## src/rtph_pkg.sv

```systemverilog
// Shared types and constants for the rectangle table hit test block.
// No dependencies.
package rtph_pkg;

  localparam int unsigned COORD_W = 14;
  localparam int unsigned POS_W   = 13;

  typedef enum logic [2:0] {
    CMD_CLEAR  = 3'd0,
    CMD_INSERT = 3'd1,
    CMD_REMOVE = 3'd2,
    CMD_WRITE  = 3'd3,
    CMD_READ   = 3'd4,
    CMD_QUERY  = 3'd5
  } cmd_t;

  localparam logic [1:0] ST_DONE  = 2'd0;
  localparam logic [1:0] ST_RANGE = 2'd1;
  localparam logic [1:0] ST_FULL  = 2'd2;

  typedef struct packed {
    logic [COORD_W-1:0] left;
    logic [COORD_W-1:0] top;
    logic [COORD_W-1:0] wid;
    logic [COORD_W-1:0] hgt;
  } rect_t;

  typedef enum logic [2:0] {
    CM_HOLD, CM_INSERT, CM_REMOVE, CM_WRITE, CM_ROTATE
  } cell_mode_t;

  typedef struct packed {
    cell_mode_t       mode;
    logic [POS_W-1:0] pos;
  } cell_ctrl_t;

  typedef enum logic [1:0] {S_IDLE, S_SCAN, S_DONE} state_t;

endpackage

```

## src/rtph_cell.sv

```systemverilog
// One table slot: holds a rectangle and moves it to or from its neighbors.
// Depends on rtph_pkg.
module rtph_cell import rtph_pkg::*; #(
  parameter int unsigned POS = 0
) (
  input  logic       clk,
  input  cell_ctrl_t ctrl,
  input  rect_t      new_rect,
  input  rect_t      prev_rect,
  input  rect_t      next_rect,
  output rect_t      rect
);

  localparam logic [POS_W-1:0] MY_POS = POS_W'(POS);

  rect_t rect_next;

  always_comb begin
    rect_next = rect;
    case (ctrl.mode)
      CM_INSERT: begin
        if (MY_POS > ctrl.pos) rect_next = prev_rect;
        else if (MY_POS == ctrl.pos) rect_next = new_rect;
      end
      CM_REMOVE: begin
        if (MY_POS >= ctrl.pos) rect_next = next_rect;
      end
      CM_WRITE: begin
        if (MY_POS == ctrl.pos) rect_next = new_rect;
      end
      CM_ROTATE: rect_next = next_rect;
      default: rect_next = rect;
    endcase
  end

  always_ff @(posedge clk) begin
    rect <= rect_next;
  end

endmodule

```

## config.mk

```make
export PLATFORM = sky130hd
export DESIGN_NAME = rtph_cell
export DESIGN_NICKNAME = d
export VERILOG_FILES = /design/src/rtph_pkg.sv /design/src/rtph_cell.sv
export SDC_FILE = /design/constraint.sdc
export NUM_CORES = 1
export LEC_CHECK = 0
export CAP_MARGIN = 20
export CORE_MARGIN = 1.5
export CORE_UTILIZATION = 31
export CTS_BUF_LIST = sky130_fd_sc_hd__clkbuf_4
export DETAILED_ROUTE_END_ITERATION = 7
export DONT_BUFFER_PORTS = 1
export GPL_TIMING_DRIVEN = 0
export HOLD_SLACK_MARGIN = 0.08
export SYNTH_ARGS = -nofsm -noshare
export SYNTH_HDL_FRONTEND = slang
export SYNTH_SLANG_ARGS = --single-unit
```

## constraint.sdc

```tcl
create_clock -name clk -period 6.6 [get_ports clk]
set_input_delay 0.66 -clock clk [delete_from_list [all_inputs] [get_ports clk]]
set_output_delay 0.66 -clock clk [all_outputs]
set_load 0.05 [all_outputs]
```

; Word-level counts from Yosys, hierarchy flattened
; Cells that the tools add are included.
[op_classes]
muxes = 4
n_reduce_logical = 3
magnitude_cmp = 2
n_eq_ne = 5
[op_table]
columns = operator, count
row1 = $pmux 56 s4, 1
row2 = $mux 56, 3
row3 = $ge 1x13->1 const A, 1
row4 = $gt 1x13->1 const A, 1
row5 = $logic_not 13->1, 1
row6 = $eq 3x2->1 const B, 2
row7 = $reduce_bool 4->1, 1
row8 = $eq 3x1->1 const B, 1
row9 = $eq 3x3->1 const B, 1
row10 = $ne 2x2->1 const B, 1
row11 = $reduce_and 2->1, 1
[word_totals]
register_bits = 56
output_inout_bits = 56
inputBits = 185
elab_cells = 18

; Depth between registers and ports, before layout
[logic_depth]
ltp_word = 4
mapped_depth = 6
ltp_nobuf = 4

; Least setup slack after synthesis
; OpenSTA, ideal clock, no wires.
[synth_timing]
path_kind = input to register
startpoint = in ctrl[4] in the netlist's numbering
endpoint = reg rect[0] in the netlist's numbering, enable pin
setup_ns = 0.547
path_stages = 5
path_buffers = 1
path_slack_ns = 0.693
arrival_ns = 5.360
required_time_ns = 6.053
path_cell_list = nor4_2 > and4_1 > buf_6 > a21oi_1 > o21ai_0
[synth_between]
elab_chain_cells = 3
[synth_lines]
columns = item, line_no
row1 = start: declaration, rtph_cell.sv:7  ; input cell_ctrl_t ctrl,
row2 = $ge 1x13->1, rtph_cell.sv:26  ; if (MY_POS >= ctrl.pos) rect_next = next_rect;
row3 = $ne 2x2->1 (no source line), n/a
row4 = $reduce_and 2->1 (no source line), n/a
row5 = end signal: assignment, rtph_cell.sv:37  ; rect <= rect_next;
row6 = end: declaration, rtph_cell.sv:11  ; output rect_t rect
; Every way passes these cells.
; A chain may end at the register's enable or synchronous reset.

; Final worst setup path
[layout_timing]
startpoint = in ctrl[4] in the netlist's numbering
endpoint = reg rect[32] in the netlist's numbering, enable pin
; Same word-level chain as after synthesis.

==> impl_metrics.toml <==
[synthesis]
ys_types = 18
yosysSeqAreaShare = 0.560
postSynthCellCount = 323
ys.warnings.count = 0
synth-seq-cells = 56
syn_avg_cell_area_um2 = 9.29
syn_nets = 508
netlist_area_mm2 = 0.00300

[placement]
portBuffers = 0
place_area_mm2 = 0.00322
dp_hpwl_um = 6420
dp_slack_ns = 3.99
gp_congestion = 0.779

[global_route]
grt-ovfl-total = 0
grt_first_pass_wirelength_um = 13100
antenna_found_initial = 0
gr-usage-all-layers = 0.163
grt_max_degree = 28
grt_pass1_vias = 2524

[worst_setup_path]
cp_max_fo = 27
r2r_start = "rect[1]"
critPathLaunchType = "input pin"
cp.arrival_ns = 2.29
reg2reg_slack_ns = 5.43
endpoint_kind = "register"
worstRegToRegCells = 2
rr_endpoint = "rect[1]"
crit_required_ns = 6.69
critPathKind = "in2reg"

[routing]
drt_iter0_drc = 103
drc = 0
wl_per_cell_um = 18.4
routed_wirelength_um = 8520
ant_nets = 0
num_vias = 2520
drtPass1Iterations = 4
via_per_inst = 5.45

[timing]
hold_viol_final = 0
slew_headroom = 0.642
rsz0062_at_grt = "no"
slew_violations = 0
setup_viol = 0
fin_tns_setup_ns = 0
worstMarginPinSlew_ns = 0.536
period_share = 0.335
clock_skew_ns = 0
whs_ns = 0.457
fin_crit_ns = 2.21
worst_slack_ns = 4.39
max_freq_mhz = 453

[final_layout]
top_register = "rect"
largest_register_ffs = 56
fin_nets = 517
syn2layout_area_growth_pct = 10.0
antennaDiodeCount = 0
area.sequential_mm2 = 0.00168
reg.largest.list = "rect (56)"
drive_above_1_share = 0.0991
multiInputGateArea_mm2 = 0.00115
fillers = 962
fin_area_mm2 = 0.00330

[floorplanning]
fp.dieArea_mm2 = 0.0103
ios = 241
initial_utilization = 0.322
rows = 35
coreArea_mm2 = 0.00933
die_w_um = 101
fp.dieH_um = 101

[cts]
clkLatencyLatePin_ns = 0.37
ctsHoldBuffers = 0
cts_sinks = 56
cts_tree = "done"
cts_root_buffer = "clkbuf_4"
clock_path_buffers = 2
cts_setup_buffers = 0
cts_buffers = 5
cts_resized = 0
clk_pin_slew_ns = 0.17
htree_num_levels = 2

[min_path]
whs_endpoint = "rect[26]"
min_from = "next_rect[26]"
hold_class = "in2reg"
holdPathStages = 2

[run]
drv_cap = 0

[pwr]
leakage_nw = 1.19
ir_drop_mv = 0.0812
cellPowerDensity_mw_per_mm2 = 256

[run_status]
outcome = "complete, no violations"
-- critical path, cell delays in order --
cell and delay, ns:
nor4_2 0.28, and4_1 0.33, buf_6 0.22, a21oi_1 0.12
o21ai_4 0.41, buf_12 0.26
-- cell families after synthesis --
group / count (synthesis) / share of synthesized area
and+or+nand+nor: 234 / 0.373
xor gates and xnor gates: 1 / 0.00292
AOI/OAI and AO/OA: 2 / 0.00333
buffers and inverters: 30 / 0.0600
DFF: 56 / 0.560
-- through the flow --
stage | total power [mW] | std cells | utilization
detailed placement | 0.660 | 454 | 0.345
floorplan | 0.627 | 323 | -
CTS | 0.855 | 462 | 0.354
finish | 0.844 | 462 | 0.354
global route | 0.879 | 462 | 0.354
global placement | 0.655 | 452 | 0.339
-- power breakdown --
group          switching (mW)  internal, mW
logic                  0.0615        0.0365
registers               0.117         0.434
clock network           0.111        0.0838
total                   0.290         0.555
-- Yosys cell counts, drive strengths merged --
cell type	count	area (um^2)
nand4	1	6.26
nor3	1	5.00
nor2	2	7.51
and4	1	8.76
xor2	1	8.76
o21ai	1	5.00
nand2	57	214
a21oi	1	5.00
edfxtp	56	1680
buf	23	154
nand2b	1	6.26
and2b	1	7.51
nor4	2	25.0
nand3	168	841
clkbuf	7	26.3
-- layout make-up --
type / count / share of cell area
sequential: 56 / 0.509
buffer: 30 / 0.0546
clock buffer: 6 / 0.0136
multi-input combinational: 237 / 0.349
timing repair buffer: 2 / 0.0144
tap: 129 / 0.0489
clock inverter: 2 / 0.0106
-- how the worst max path moves through the flow --
stage             start       end  slack (ns)  depth (start not counted)
2_1_floorplan   ctrl[4]   rect[0]        0.69                          5
3_3_place_gp   ctrl[10]  rect[20]       -1.39                          5
3_5_place_dp    ctrl[4]  rect[32]        3.99                          6
4_1_cts        ctrl[10]  rect[32]        4.42                          6
5_1_grt        ctrl[10]  rect[32]        4.34                          6
6_report        ctrl[4]  rect[32]        4.39                          6
-- layout by cell type (no fill, tap or decap), drive strengths merged --
master  Yosys  final
clkinv      0      1
nand2      57     57
nand2b      1      1
buf        23     25
clkbuf      7     13
bufinv      0      1
nand4       1      1
edfxtp     56     56
nor4        2      2
nand3     168    168
nor3        1      1
nor2        2      2
and4        1      1
a21oi       1      1
and2b       1      1
o21ai       1      1
xor2        1      1
-- routing by layer --
metal  track usage  wire, um  vias up  part of all wire
li1              -         -     1198                 -
met1         0.205      3660     1199              0.43
met2         0.285      4160      119              0.49
met3        0.0435       648        4             0.076
met4        0.0321        44        0            0.0052
met5             0         0        -                 0
(Power assumes the default switching activity.)
